File: src/mabsg_pkg.sv
`timescale 1ns / 1ps
package mabsg_pkg;
    localparam int TGT_W   = 20;
    localparam int DUR_W   = 26;
    localparam int DLY_W   = 16;
    localparam int CNT_W   = 21;
    localparam int FRAC_W  = 9;
    localparam int QUO_W   = 27;
    localparam int NUM_W   = 35;

    localparam logic [1:0] ST_STEP    = 2'd0;
    localparam logic [1:0] ST_STARTED = 2'd1;
    localparam logic [1:0] ST_NOTHING = 2'd2;
    localparam logic [1:0] ST_ABORTED = 2'd3;

    localparam logic [1:0] CFG_CAL = 2'd0;
    localparam logic [1:0] CFG_INV = 2'd1;
    localparam logic [1:0] CFG_MIN = 2'd2;
    localparam logic [1:0] CFG_MAX = 2'd3;

    typedef enum logic [3:0] {
        S_IDLE, S_SETUP, S_MERGE, S_DIV_AVG, S_DIV_INIT, S_PROFILE,
        S_ADV_MUL, S_ADV_DIV, S_ADV_FIN, S_OUT
    } seq_state_t;

    typedef struct packed {
        logic start;
        logic load;
        logic step;
    } lane_ctrl_t;

    function automatic logic [DLY_W-1:0] clamp16(input logic [QUO_W:0] x,
                                                  input logic [DLY_W-1:0] lo,
                                                  input logic [DLY_W-1:0] hi);
        logic [QUO_W:0] lo_x;
        logic [QUO_W:0] hi_x;
        lo_x = {{(QUO_W+1-DLY_W){1'b0}}, lo};
        hi_x = {{(QUO_W+1-DLY_W){1'b0}}, hi};
        if (x < lo_x)      return lo;
        else if (x > hi_x) return hi;
        else               return x[DLY_W-1:0];
    endfunction
endpackage

File: src/mabsg_lane.sv
`timescale 1ns / 1ps
module mabsg_lane #(
    parameter int POSITION_BITS = 20
) (
    input  logic                        aclk,
    input  logic                        aresetn,
    input  mabsg_pkg::lane_ctrl_t       ctrl,
    input  logic signed [mabsg_pkg::TGT_W-1:0] target,
    input  logic                        calibrated,
    input  logic                        invert,
    input  logic                        is_master,
    input  logic [mabsg_pkg::CNT_W-1:0] master_count,
    output logic [mabsg_pkg::CNT_W-1:0] distance,
    output logic                        moved,
    output logic                        dir_bit,
    output logic                        stepped
);
    import mabsg_pkg::*;

    localparam int DW = CNT_W + 3;
    localparam int PW = (POSITION_BITS > TGT_W ? POSITION_BITS : TGT_W) + 1;

    logic [POSITION_BITS-1:0] pos_reg, pos_next;
    logic [CNT_W-1:0]         dist_reg, dist_next;
    logic                     neg_reg, neg_next;
    logic signed [DW-1:0]     dec_reg, dec_next;
    logic                     dir_reg, dir_next;
    logic                     stepped_reg, stepped_next;
    logic                     moved_reg, moved_next;
    logic signed [PW-1:0]     tgt_x, pos_x, d;
    logic [PW-1:0]            mag;
    logic                     stp;

    always_comb begin
        pos_next     = pos_reg;
        dist_next    = dist_reg;
        neg_next     = neg_reg;
        dec_next     = dec_reg;
        dir_next     = dir_reg;
        stepped_next = stepped_reg;
        moved_next   = moved_reg;
        tgt_x = calibrated ? PW'(target) : '0;
        pos_x = calibrated ? PW'($signed(pos_reg)) : '0;
        d     = tgt_x - pos_x;
        mag   = d[PW-1] ? PW'(-d) : PW'(d);
        stp   = is_master || !dec_reg[DW-1];
        if (ctrl.start) begin
            if (!calibrated) pos_next = '0;
            neg_next   = d[PW-1];
            dist_next  = CNT_W'(mag);
            moved_next = (d != '0);
            if (d != '0) dir_next = d[PW-1] ^ invert;
        end
        if (ctrl.load)
            dec_next = DW'({1'b0, dist_reg, 1'b0}) - DW'({1'b0, master_count});
        if (ctrl.step) begin
            stepped_next = stp;
            if (!is_master) begin
                dec_next = dec_reg + DW'({1'b0, dist_reg, 1'b0})
                         - (stp ? DW'({1'b0, master_count, 1'b0}) : '0);
            end
            if (stp) pos_next = neg_reg ? pos_reg - 1'b1 : pos_reg + 1'b1;
        end
    end

    always_ff @(posedge aclk) begin
        if (!aresetn) begin
            pos_reg     <= '0;
            dist_reg    <= '0;
            neg_reg     <= 1'b0;
            dec_reg     <= '0;
            dir_reg     <= 1'b0;
            stepped_reg <= 1'b0;
            moved_reg   <= 1'b0;
        end else begin
            pos_reg     <= pos_next;
            dist_reg    <= dist_next;
            neg_reg     <= neg_next;
            dec_reg     <= dec_next;
            dir_reg     <= dir_next;
            stepped_reg <= stepped_next;
            moved_reg   <= moved_next;
        end
    end

    assign distance = dist_reg;
    assign moved    = moved_reg;
    assign dir_bit  = dir_reg;
    assign stepped  = stepped_reg;
endmodule

File: config.mk
export PLATFORM = sky130hd
export DESIGN_NAME = mabsg_lane
export DESIGN_NICKNAME = d
export VERILOG_FILES = /design/src/mabsg_pkg.sv /design/src/mabsg_lane.sv
export SDC_FILE = /design/constraint.sdc
export NUM_CORES = 1
export LEC_CHECK = 0
export BUFFER_PORTS_ARGS = -buffer_cell sky130_fd_sc_hd__buf_2
export CELL_PAD_IN_SITES_DETAIL_PLACEMENT = 1
export CELL_PAD_IN_SITES_GLOBAL_PLACEMENT = 2
export CORE_MARGIN = 1.5
export CORE_UTILIZATION = 33
export CTS_CLUSTER_SIZE = 24
export DETAILED_ROUTE_END_ITERATION = 12
export HOLD_SLACK_MARGIN = 0.02
export PLACE_DENSITY = 0.88
export SKIP_CTS_REPAIR_TIMING = 1
export SYNTH_ARGS = -nofsm -noshare
export SYNTH_HDL_FRONTEND = slang
export SYNTH_SLANG_ARGS = --single-unit
export TNS_END_PERCENT = 10
File: constraint.sdc
create_clock -name aclk -period 4.5 [get_ports aclk]
set_clock_uncertainty 0.2 [all_clocks]
set_input_delay 0.225 -clock aclk [delete_from_list [all_inputs] [get_ports aclk]]
set_output_delay 0.225 -clock aclk [all_outputs]
set_load 0.005 [all_outputs]
==> flow_summary_export.csv <==
group,metric,value,unit
yosys,synth_cell_type_count,82,
power_and_ir_drop,p_per_area,387.8,nW/um^2
yosys,syn-num-nets,1306,
detailed_routing,vias_per_cell,5.409,
global_routing,grt_max_degree,40,
yosys,synthTopCellsByArea,"dfxtp_1 (16%), ha_1 (12%), fa_1 (5.9%)",
finish,layout_commonest_cell,"inv_1",
detailed_routing,dr_wl_met3,669,microns
worst_setup_path,reg2reg_from,"dec_reg[23]",
run,maxCapViolCount,0,
floorplan,initial_utilization,0.3365,
detailed_routing,first_iter_violations,337,
finish,fill_cells,3211,
yosys,ys_async_sr_fraction,0,
detailed_routing,met2WireLength,12630,microns
timing,hold_viol,0,
worst_setup_path,cp.arrival,4.09,ns
timing,max_freq,0.2459,GHz
detailed_routing,wl_met1,12340,microns
finish,drive_gt1_frac,0.1028,
worst_setup_path,max_stage_delay,0.54,ns
timing,tightest_slew,0.9804,ns
power_and_ir_drop,vdd_drop_max,0.0001785,V
worst_setup_path,worst_ep_required_time,4.53,ns
finish,largest_register_ffs,23,
status,status,"complete, no violations",
global_routing,grt_pass1_vias,8447,
detailed_routing,postRouteWirelength,26010,microns
yosys,synth_warnings,0,
finish,final_cell_mix,"inv_1 (131), a21oi_1 (97), nor2_1 (89), ha_1 (80), buf_2 (72)",
worst_setup_path,path_cells,"nand2b_1, and2_1, fa_1, inv_1, ha_1, nor2b_1, o21a_1, o21a_1, o31a_1, a21oi_1, o21ai_0, a2111o_1, a21oi_1, a211oi_1",
cts,htree_levels,3,
global_routing,gr-usage-all-layers,0.1997,
detailed_routing,routed-via-count,8260,
yosys,synth_flop_cell,"dfxtp_1",
yosys,ys_seq_area_frac,0.1602,
worst_setup_path,worstRegToRegCells,14,
cts,clock_path_buffers,2,
floorplan,core_area,25250,sq um
worst_setup_path,crit_path_end,"dec_reg[22]",
power_and_ir_drop,p_leak,4.308,nW
yosys,ys_ff_latch,68,
worst_setup_path,start_kind,"flop",
worst_setup_path,crit_fanout,13,
cts,cts_buffers,9,
placed_design,gp_congestion,0.8137,
timing,period_needed,4.067,ns
timing,setup_viol,0,
finish,num-nets-final,1346,
floorplan,fp.dieW,163.5,microns
timing,rsz0062_at_grt,"no",
timing,finalCritPeriodShare,0.9038,
cts,cts_root_buf,"clkbuf_16",
floorplan,dieArea,26720,sq um
floorplan,ioPinCount,73,
finish,area.growth.synth_to_final,11.26,%
placed_design,place_hpwl,20800,microns
cts,cts.sinks,68,
finish,multiInputGateArea,6431,sq um
timing,relSlewSlack,0.3448,
yosys,synthCells,1152,
yosys,avgSynthCellArea,7.376,sq um
worst_setup_path,path_class,"flop to flop",
yosys,synth-edff-count,0,
detailed_routing,top_layer_used,"met4",
finish,diodes,0,
detailed_routing,drc,0,
worst_setup_path,startpoint,"dec_reg[23]",
detailed_routing,wl_per_cell,17.03,microns
finish,seq_area,1361,sq um
cts,path_clk_slew,0.07,ns
timing,setup-tns-final,0,ns
yosys,yosys.area.top_type,"dfxtp_1",
worst_setup_path,r2r-end,"dec_reg[22]",
worst_setup_path,slowest_stage,"fa_1",
cts,cts_tree,"yes",
worst_setup_path,end_kind,"flop",
detailed_routing,detail-route-antenna-nets,0,
worst_hold_path,hold_class,"primary input to flop",
placed_design,port_buffers,72,
detailed_routing,drtPass1Iterations,5,
yosys,syn_area,8497,sq um
floorplan,rows,58,
cts,clock_latency,0.35,ns
finish,fin_util,0.3744,
global_routing,grt_pass1_wl,43050,microns
global_routing,antenna_found_initial,0,
timing,slew_viol_final,0,
worst_setup_path,r2r_slack,0.43,ns
floorplan,die_y,163.5,microns
yosys,synth_top_area_frac,0.1602,
global_routing,grt-ovfl-total,0,
## where the power goes
| part | internal [mW] | leakage [nW] | switching, mW |
|---|---|---|---|
| combinational | 0.904 | 3.60 | 1.23 |
| clock | 0.439 | 0.146 | 0.329 |
| sequential | 0.691 | 0.561 | 0.0783 |
## critical path: cells and delay by family, from the launching register on
| kind | cells | cell delay, ns |
|---|---|---|
| AOI/OAI and AO/OA | 8 | 1.75 |
| adders and majority gates | 2 | 0.82 |
| and+or+nand+nor | 3 | 0.76 |
| DFF | 1 | 0.37 |
| buffers and inverters | 1 | 0.06 |
## synthesized netlist by cell type (all sizes together), types with 20 or more instances
| cell | number |
|---|---|
| fa | 25 |
| dfxtp | 68 |
| inv | 132 |
| ha | 80 |
| clkbuf | 47 |
| xor2 | 20 |
| o21a | 23 |
| nand3 | 47 |
| a21o | 33 |
| a211oi | 31 |
| xnor2 | 39 |
| nor3 | 29 |
| and2 | 45 |
| o21ai | 54 |
| a31oi | 20 |
| a21oi | 97 |
| nor2 | 90 |
| nand2 | 68 |
## final cells by class
| cell class | instances | share of cell area |
|---|---|---|
| sequential | 68 | 0.1440 |
| inverter | 132 | 0.05241 |
| tap | 330 | 0.04367 |
| clock inverter | 7 | 0.008999 |
| timing repair buffer | 83 | 0.04685 |
| multi-input combinational | 898 | 0.6803 |
| clock buffer | 9 | 0.02382 |
## cell families after synthesis
family | Yosys count | synth area share
adders and majority gates | 105 | 0.1767
xor gates and xnor gates | 59 | 0.06082
buffers and inverters | 186 | 0.08320
and+or+nand+nor | 373 | 0.2265
DFF | 68 | 0.1602
AOI/OAI and AO/OA | 346 | 0.2736
muxes | 15 | 0.01900
## worst min-delay path by stage
stage / startpoint / end / cells after the start
5_1_grt: invert / dir_bit / 3
3_3_place_gp: stepped / stepped / 2
3_5_place_dp: stepped / stepped / 2
2_1_floorplan: ctrl[0] / stepped / 2
4_1_cts: invert / dir_bit / 3
6_report: invert / dir_bit / 3
## per-stage QoR
stage	power, mW	setup slack [ns]	instance area (sq um)	std cells	hold WS [ns]
after CTS	3.695	0.3918	9454	1527	0.01003
after global routing	3.989	0.1220	9454	1527	0.06482
after global placement	2.846	0.4584	9144	1511	0.2628
after floorplan	2.379	0.8280	8497	1152	0.2068
final	3.667	0.4329	9454	1527	0.01144
after detailed placement	2.905	0.3032	9144	1511	0.2791
## layer usage
| layer | up-vias | GRT usage |
|---|---|---|
| met5 | - | 0 |
| met1 | 3978 | 0.2567 |
| met2 | 103 | 0.3561 |
| li1 | 4156 | - |
| met4 | 0 | 0.04421 |
| met3 | 23 | 0.02209 |
No activity file was read; power rests on OpenSTA's default activity.
