File: src/mabsg_pkg.sv
`timescale 1ns / 1ps
package mabsg_pkg;
    localparam int TGT_W   = 20;
    localparam int DUR_W   = 26;
    localparam int DLY_W   = 16;
    localparam int CNT_W   = 21;
    localparam int FRAC_W  = 9;
    localparam int QUO_W   = 27;
    localparam int NUM_W   = 35;

    localparam logic [1:0] ST_STEP    = 2'd0;
    localparam logic [1:0] ST_STARTED = 2'd1;
    localparam logic [1:0] ST_NOTHING = 2'd2;
    localparam logic [1:0] ST_ABORTED = 2'd3;

    localparam logic [1:0] CFG_CAL = 2'd0;
    localparam logic [1:0] CFG_INV = 2'd1;
    localparam logic [1:0] CFG_MIN = 2'd2;
    localparam logic [1:0] CFG_MAX = 2'd3;

    typedef enum logic [3:0] {
        S_IDLE, S_SETUP, S_MERGE, S_DIV_AVG, S_DIV_INIT, S_PROFILE,
        S_ADV_MUL, S_ADV_DIV, S_ADV_FIN, S_OUT
    } seq_state_t;

    typedef struct packed {
        logic start;
        logic load;
        logic step;
    } lane_ctrl_t;

    function automatic logic [DLY_W-1:0] clamp16(input logic [QUO_W:0] x,
                                                  input logic [DLY_W-1:0] lo,
                                                  input logic [DLY_W-1:0] hi);
        logic [QUO_W:0] lo_x;
        logic [QUO_W:0] hi_x;
        lo_x = {{(QUO_W+1-DLY_W){1'b0}}, lo};
        hi_x = {{(QUO_W+1-DLY_W){1'b0}}, hi};
        if (x < lo_x)      return lo;
        else if (x > hi_x) return hi;
        else               return x[DLY_W-1:0];
    endfunction
endpackage

File: src/mabsg_divider.sv
`timescale 1ns / 1ps
module mabsg_divider (
    input  logic                        aclk,
    input  logic                        aresetn,
    input  logic                        start,
    input  logic [mabsg_pkg::NUM_W-1:0] numer,
    input  logic [mabsg_pkg::CNT_W-1:0] denom,
    output logic                        done,
    output logic [mabsg_pkg::NUM_W-1:0] quot
);
    import mabsg_pkg::*;

    localparam int CW = $clog2(NUM_W + 1);

    logic [NUM_W-1:0] q_reg, q_next;
    logic [CNT_W-1:0] r_reg, r_next;
    logic [CW-1:0]    n_reg, n_next;
    logic             busy_reg, busy_next;
    logic             done_reg, done_next;
    logic [CNT_W:0]   trial;

    always_comb begin
        q_next    = q_reg;
        r_next    = r_reg;
        n_next    = n_reg;
        busy_next = busy_reg;
        done_next = 1'b0;
        trial     = {r_reg, q_reg[NUM_W-1]};
        if (start) begin
            q_next    = numer;
            r_next    = '0;
            n_next    = CW'(NUM_W);
            busy_next = 1'b1;
        end else if (busy_reg) begin
            // restoring, one quotient bit per cycle
            if (trial >= {1'b0, denom}) begin
                r_next = CNT_W'(trial - {1'b0, denom});
                q_next = {q_reg[NUM_W-2:0], 1'b1};
            end else begin
                r_next = trial[CNT_W-1:0];
                q_next = {q_reg[NUM_W-2:0], 1'b0};
            end
            n_next = n_reg - 1'b1;
            if (n_reg == CW'(1)) begin
                busy_next = 1'b0;
                done_next = 1'b1;
            end
        end
    end

    always_ff @(posedge aclk) begin
        q_reg <= q_next;
        r_reg <= r_next;
        n_reg <= n_next;
        if (!aresetn) begin
            busy_reg <= 1'b0;
            done_reg <= 1'b0;
        end else begin
            busy_reg <= busy_next;
            done_reg <= done_next;
        end
    end

    assign done = done_reg;
    assign quot = q_reg;
endmodule

File: config.mk
export PLATFORM = sky130hd
export DESIGN_NAME = mabsg_divider
export DESIGN_NICKNAME = d
export VERILOG_FILES = /design/src/mabsg_pkg.sv /design/src/mabsg_divider.sv
export SDC_FILE = /design/constraint.sdc
export NUM_CORES = 1
export LEC_CHECK = 0
export ABC_CLOCK_PERIOD_IN_PS = 3000
export BUFFER_PORTS_ARGS = -buffer_cell sky130_fd_sc_hd__buf_4
export CORE_MARGIN = 2
export CORE_UTILIZATION = 40
export DETAILED_ROUTE_END_ITERATION = 10
export MAX_ROUTING_LAYER = met4
export PLACE_DENSITY_LB_ADDON = 0.12
export REMOVE_ABC_BUFFERS = 1
export SLEW_MARGIN = 0
export SYNTH_ARGS = -nofsm -noshare
export SYNTH_HDL_FRONTEND = slang
export SYNTH_SLANG_ARGS = --single-unit
File: constraint.sdc
create_clock -name aclk -period 3 [get_ports aclk]
set_input_delay 0.15 -clock aclk [delete_from_list [all_inputs] [get_ports aclk]]
set_output_delay 0.15 -clock aclk [all_outputs]
set_load 0.01 [all_outputs]
==> results of run 1 <==
## where the power goes
part	leakage, nW	internal (mW)	switching, mW
clock network	0.123	0.512	0.380
logic	1.47	0.247	0.237
registers	0.589	1.00	0.0382
total	2.18	1.76	0.655
## routing by layer
| layer | routed length, µm | track usage | vias to the layer above | part of all wire |
|---|---|---|---|---|
| li1 | - | - | 1685 | - |
| met1 | 4570 | 0.242 | 1525 | 0.46 |
| met2 | 4800 | 0.297 | 82 | 0.48 |
| met3 | 388 | 0.0331 | 12 | 0.039 |
| met4 | 162 | 0.0714 | 0 | 0.016 |
| met5 | 0 | - | - | 0 |
## worst max-delay path: stages (launching register included)
cell and delay [ns]:
edfxtp_1 0.41, inv_1 0.07, ha_1 0.14, inv_1 0.05, fa_1 0.39, a21o_1 0.23, a31o_1 0.29, o2111ai_4 0.23
o211ai_2 0.14, buf_4 0.21, o31ai_1 0.25, a31o_1 0.14
## logic make-up after synthesis
logic type               share of synthesized area
flip-flops                                   0.402
XOR/XNOR                                    0.0388
adder cells (fa/ha/maj)                     0.0758
buffers and inverters                       0.0493
AND/OR/NAND/NOR                              0.130
multiplexers                                 0.112
AO/OA/AOI/OAI                                0.192
## through the flow
stage / setup slack [ns] / cell area [µm²] / total power [mW] / hold WS, ns / utilization
6_report: 0.389 / 5130 / 2.42 / 0.0458 / 0.522
2_1_floorplan: 0.251 / 3970 / 1.33 / 0.218 / -
4_1_cts: 0.399 / 5130 / 2.44 / 0.0275 / 0.522
3_5_place_dp: 0.419 / 4880 / 1.55 / 0.400 / 0.497
3_3_place_gp: 0.504 / 4880 / 1.54 / 0.398 / 0.497
5_1_grt: 0.249 / 5130 / 2.53 / 0.0457 / 0.522
## worst max-delay path by stage
| stage | cells after the start | start | slack (ns) | end |
|---|---|---|---|---|
| 6_report | 11 | quot[34]$_DFFE_PP_ | 0.39 | r_reg[12]$_SDFFE_PP0P_ |
| 2_1_floorplan | 9 | quot[34]$_DFFE_PP_ | 0.25 | quot[0]$_DFFE_PP_ |
| 3_3_place_gp | 11 | quot[34]$_DFFE_PP_ | 0.50 | r_reg[12]$_SDFFE_PP0P_ |
| 4_1_cts | 11 | quot[34]$_DFFE_PP_ | 0.40 | r_reg[12]$_SDFFE_PP0P_ |
| 3_5_place_dp | 11 | quot[34]$_DFFE_PP_ | 0.42 | r_reg[12]$_SDFFE_PP0P_ |
| 5_1_grt | 11 | quot[34]$_DFFE_PP_ | 0.25 | r_reg[12]$_SDFFE_PP0P_ |
## layout make-up
cell class,instances,area [µm²]
tap,133,166
multi-input combinational,295,2230
inverter,29,109
clock buffer,12,188
fill,952,4690
timing repair buffer,100,751
sequential,64,1630
clock inverter,4,56.3
## cell usage in the layout, fill, tap and decap left out, types with 3 or more instances in the layout
cell	instances
a211o_1	4
a21o_1	4
a21oi_1	19
a311oi_2	6
a31o_1	3
a32oi_1	4
and3_1	5
buf_4	100
clkbuf_8	10
clkinv_4	3
dfxtp_1	29
edfxtp_1	35
ha_1	23
inv_1	29
mux2_2	35
mux2i_1	6
nand2_1	39
nand2b_1	6
nand3_1	8
nor2_1	31
nor3_1	6
o21a_1	8
o21ai_0	9
o21ai_1	13
o21bai_1	3
or3_1	3
xnor2_1	11
xor2_1	7
==> impl_metrics.env, run 1 <==
export IMPL_synth_edf_count=35
export IMPL_die_area_um2=11000
export IMPL_rsz0062_at_grt="no"
export IMPL_grt_pass1_vias=3256
export IMPL_place_gp_congestion=0.867
export IMPL_ys_warn_count=0
export IMPL_ant_nets=0
export IMPL_drtIter0Drc=152
export IMPL_clock_root_buffer="clkbuf_8"
export IMPL_cts_tree="yes"
export IMPL_vdd_drop_max_mv=0.306
export IMPL_cts_resized=0
export IMPL_antenna_found_initial=0
export IMPL_fin_setup_tns_ns=0
export IMPL_vias_per_cell=5.19
export IMPL_synth_area_top_cells="edfxtp_1 26%, dfxtp_1 14%, mux2_2 9.7%, ha_1 7.1%, nand2_1 3.6%"
export IMPL_final_hold_violation_count=0
export IMPL_io_buffers=94
export IMPL_grt_usage=0.188
export IMPL_timing_rr_start="quot[34]$_DFFE_PP_"
export IMPL_cts_made_buffers=9
export IMPL_hold_buffers=0
export IMPL_regToRegSetupSlack_ns=0.39
export IMPL_whs_path_depth=3
export IMPL_dr_pass1_iters=5
export IMPL_yosysTopAreaCellShare=0.259
export IMPL_synthArstFlopShare=0
export IMPL_synthCells=406
export IMPL_fmax_mhz=383
export IMPL_yosys_area_top_type="edfxtp_1"
export IMPL_nets=582
export IMPL_cp_arrival_ns=2.90
export IMPL_grt_max_degree=36
export IMPL_clkSlewWorstSetupHoldPaths_ns=0.07
export IMPL_tightest_slew_ns=0.864
export IMPL_reg2reg_to="r_reg[12]$_SDFFE_PP0P_"
export IMPL_clock_latency_ns=0.35
export IMPL_status="finished, final reports clean"
export IMPL_hp_start="aresetn"
export IMPL_drv_slew=0
export IMPL_instances_no_fill=637
export IMPL_htreeDepth=3
export IMPL_cp_required_ns=3.29
export IMPL_p_per_area_nw_per_um2=471
export IMPL_drv_cap=0
export IMPL_vias=3304
export IMPL_max_slew_margin=0.418
export IMPL_synth_cell_type_count=66
export IMPL_drive_above_1_share=0.331
export IMPL_reg2regPathDepth=11
export IMPL_chipHeight_um=105
export IMPL_drt_wl_total_mm=9.92
export IMPL_hold_end="busy_reg$_SDFF_PN0_"
export IMPL_timing_final_crit_share=0.870
export IMPL_core_area_um2=9820
export IMPL_clock_skew_ns=0.0138
export IMPL_drc=0
export IMPL_area_delta_synth_final_pct=26.4
export IMPL_ys_seq_area_frac=0.402
export IMPL_ios=95
export IMPL_crit_path_end_kind="flop"
export IMPL_hpwl_mm=7.21
export IMPL_start_kind="flop"
export IMPL_numClockSinks=64
export IMPL_grt_pass1_wl_mm=16.2
export IMPL_wire_per_inst_um=15.6
export IMPL_crit_type="reg -> reg"
export IMPL_ys_seq_elements=64
export IMPL_crit_fanout=13
export IMPL_leakage_nw=2.18
export IMPL_setup_violations=0
export IMPL_period_needed_ns=2.61
export IMPL_cts_setup_buffers=0
export IMPL_placementRows=36
export IMPL_holdCritPathClass="in -> reg"
export IMPL_overflow=0
export IMPL_ys_flop_type="edfxtp_1"
export IMPL_yosysMostFrequentCell="nand2_1"
export IMPL_syn_avg_cell_area_um2=10.0
export IMPL_clock_path_buffers=2
export IMPL_die_width_um=105
export IMPL_synth_area_um2=4060
export IMPL_largest_reg_flops=35
export IMPL_place_inst=621
export IMPL_initial_core_util=0.413
export IMPL_synth_common_cells="39 x nand2_1, 35 x edfxtp_1, 35 x mux2_2"
export IMPL_diodes=0
Note: power is estimated with default switching activity, not from simulation.
==> run 2: changes to the inputs <==
- PLACE_DENSITY_LB_ADDON: 0.12 -> not set
- RECOVER_POWER: not set -> 25
- TNS_END_PERCENT: not set -> 5
==> impl_metrics.env, run 2 (synthesis results as in run 1) <==
export IMPL_drc=0
export IMPL_fin_setup_tns_ns=0
export IMPL_cp_arrival_ns=2.89
export IMPL_placementRows=36
export IMPL_p_per_area_nw_per_um2=467
export IMPL_status="finished, final reports clean"
export IMPL_nets=583
export IMPL_diodes=0
export IMPL_drv_slew=0
export IMPL_grt_pass1_wl_mm=16.5
export IMPL_mostFrequentLayoutCells="69 x buf_4, 39 x nand2_1, 35 x mux2_2, 35 x edfxtp_1, 32 x clkbuf_1"
export IMPL_crit_fanout=13
export IMPL_critPathCapture="r_reg[12]$_SDFFE_PP0P_"
export IMPL_layout_commonest_cell="buf_4"
export IMPL_cts_resized=0
export IMPL_hpwl_mm=7.32
export IMPL_place_gp_congestion=0.841
export IMPL_drtIter0Drc=153
export IMPL_leakage_nw=2.05
export IMPL_startpoint="quot[34]$_DFFE_PP_"
export IMPL_chipHeight_um=105
export IMPL_p_switching_uw=647
export IMPL_tightest_slew_ns=0.833
export IMPL_htreeDepth=3
export IMPL_fin_util=0.508
export IMPL_overflow=0
export IMPL_die_area_um2=11000
export IMPL_rsz0062_at_grt="no"
export IMPL_instances_no_fill=638
export IMPL_grt_pass1_vias=3278
export IMPL_power_share_clock=0.360
export IMPL_grt_usage=0.193
export IMPL_core_area_um2=9820
export IMPL_fmax_mhz=385
export IMPL_p_total_mw=2.33
export IMPL_drt_wl_total_mm=9.94
export IMPL_drive_above_1_share=0.267
export IMPL_clock_path_buffers=2
export IMPL_cts_tree="yes"
export IMPL_place_inst=622
export IMPL_setup_violations=0
export IMPL_ios=95
export IMPL_post_route_cell_area_um2=4990
export IMPL_clock_skew_ns=0.00967
export IMPL_cts_setup_buffers=0
export IMPL_antenna_found_initial=0
export IMPL_final_hold_violation_count=0
export IMPL_cpPeakStageDelay_ns=0.41
export IMPL_cp_slowest_cell="edfxtp_1"
export IMPL_clock_latency_ns=0.34
export IMPL_timing_rr_start="quot[34]$_DFFE_PP_"
export IMPL_crit_type="reg -> reg"
export IMPL_max_slew_margin=0.439
export IMPL_ant_nets=0
export IMPL_place_area_um2=4890
export IMPL_regToRegSetupSlack_ns=0.40
export IMPL_combPwrFrac=0.193
export IMPL_clkSlewWorstSetupHoldPaths_ns=0.08
export IMPL_io_buffers=94
export IMPL_num_fill_cells=984
export IMPL_reg2regPathDepth=11
export IMPL_crit_path_end_kind="flop"
export IMPL_pwr_share_seq=0.446
export IMPL_cts_made_buffers=9
export IMPL_period_needed_ns=2.60
export IMPL_start_kind="flop"
export IMPL_cp_required_ns=3.29
export IMPL_holdCritPathClass="in -> reg"
export IMPL_dr_pass1_iters=4
export IMPL_largest_reg_flops=35
export IMPL_intPower_mw=1.68
export IMPL_numClockSinks=64
export IMPL_vias_per_cell=5.18
export IMPL_vdd_drop_max_mv=0.235
export IMPL_cp_cell_sequence="inv_1, ha_1, inv_1, fa_1, a21o_1, a31o_1, o2111ai_4, o211ai_2, buf_4, o31ai_1, a31o_1"
export IMPL_swShare=0.278
export IMPL_wire_per_inst_um=15.6
export IMPL_grt_max_degree=42
export IMPL_hold_buffers=0
export IMPL_drv_cap=0
export IMPL_vias=3306
export IMPL_initial_core_util=0.413
export IMPL_clock_root_buffer="clkbuf_8"
export IMPL_reg2reg_to="r_reg[12]$_SDFFE_PP0P_"
export IMPL_die_width_um=105
export IMPL_timing_final_crit_share=0.865
export IMPL_area_delta_synth_final_pct=23.0
## run 2: changes by cell type in the layout (fill, tap and decap cells not counted), sizes merged
cell	delta
buf	-31
clkbuf	+29
clkinvlp	+2
bufinv	+1
## run 2: worst min-delay path by stage
stage,cells after the start,endpoint,slack [ns],startpoint
finish,3,busy_reg$_SDFF_PN0_,0.05,aresetn
global route,3,busy_reg$_SDFF_PN0_,0.04,aresetn
CTS,3,busy_reg$_SDFF_PN0_,0.04,aresetn
detailed placement,3,busy_reg$_SDFF_PN0_,0.41,aresetn
global placement,3,busy_reg$_SDFF_PN0_,0.40,aresetn
floorplan,1,r_reg[10]$_SDFFE_PP0P_,0.22,start
## run 2: worst max-delay path, delay by kind of cell (launching register included)
family | cells | cell delay [ns]
adders and majority gates | 2 | 0.53
DFF | 1 | 0.41
buffers and inverters | 3 | 0.33
AOI/OAI and AO/OA | 6 | 1.28
## run 2: stage by stage
step | setup slack (ns) | hold WS (ns)
floorplan | 0.251 | 0.218
global placement | 0.512 | 0.404
detailed placement | 0.424 | 0.410
CTS | 0.399 | 0.0428
global route | 0.222 | 0.0417
finish | 0.404 | 0.0542
## run 2: cell type report
type	count	area, µm²	share of cell area
Tap cell	133	166	0.0333
Multi-Input combinational cell	295	2230	0.446
Clock inverter	7	96.3	0.0193
Sequential cell	64	1630	0.327
Clock buffer	9	124	0.0248
Inverter	29	109	0.0218
Timing Repair Buffer	101	638	0.128
## run 2: power by group through the flow
stage / Clock (mW) / Sequential (mW) / Combinational [mW]
finish: 0.840 / 1.04 / 0.451
global route: 0.905 / 1.05 / 0.501
CTS: 0.863 / 1.04 / 0.489
detailed placement: 0 / 1.06 / 0.487
global placement: 0 / 1.06 / 0.483
floorplan: 0 / 1.08 / 0.251
## run 2: routing by layer
metal	vias to the layer above	global-route usage	routed length (µm)
li1	1684	-	-
met5	-	-	0
met3	12	0.0331	287
met1	1544	0.245	4650
met4	0	0.0743	159
met2	66	0.308	4840
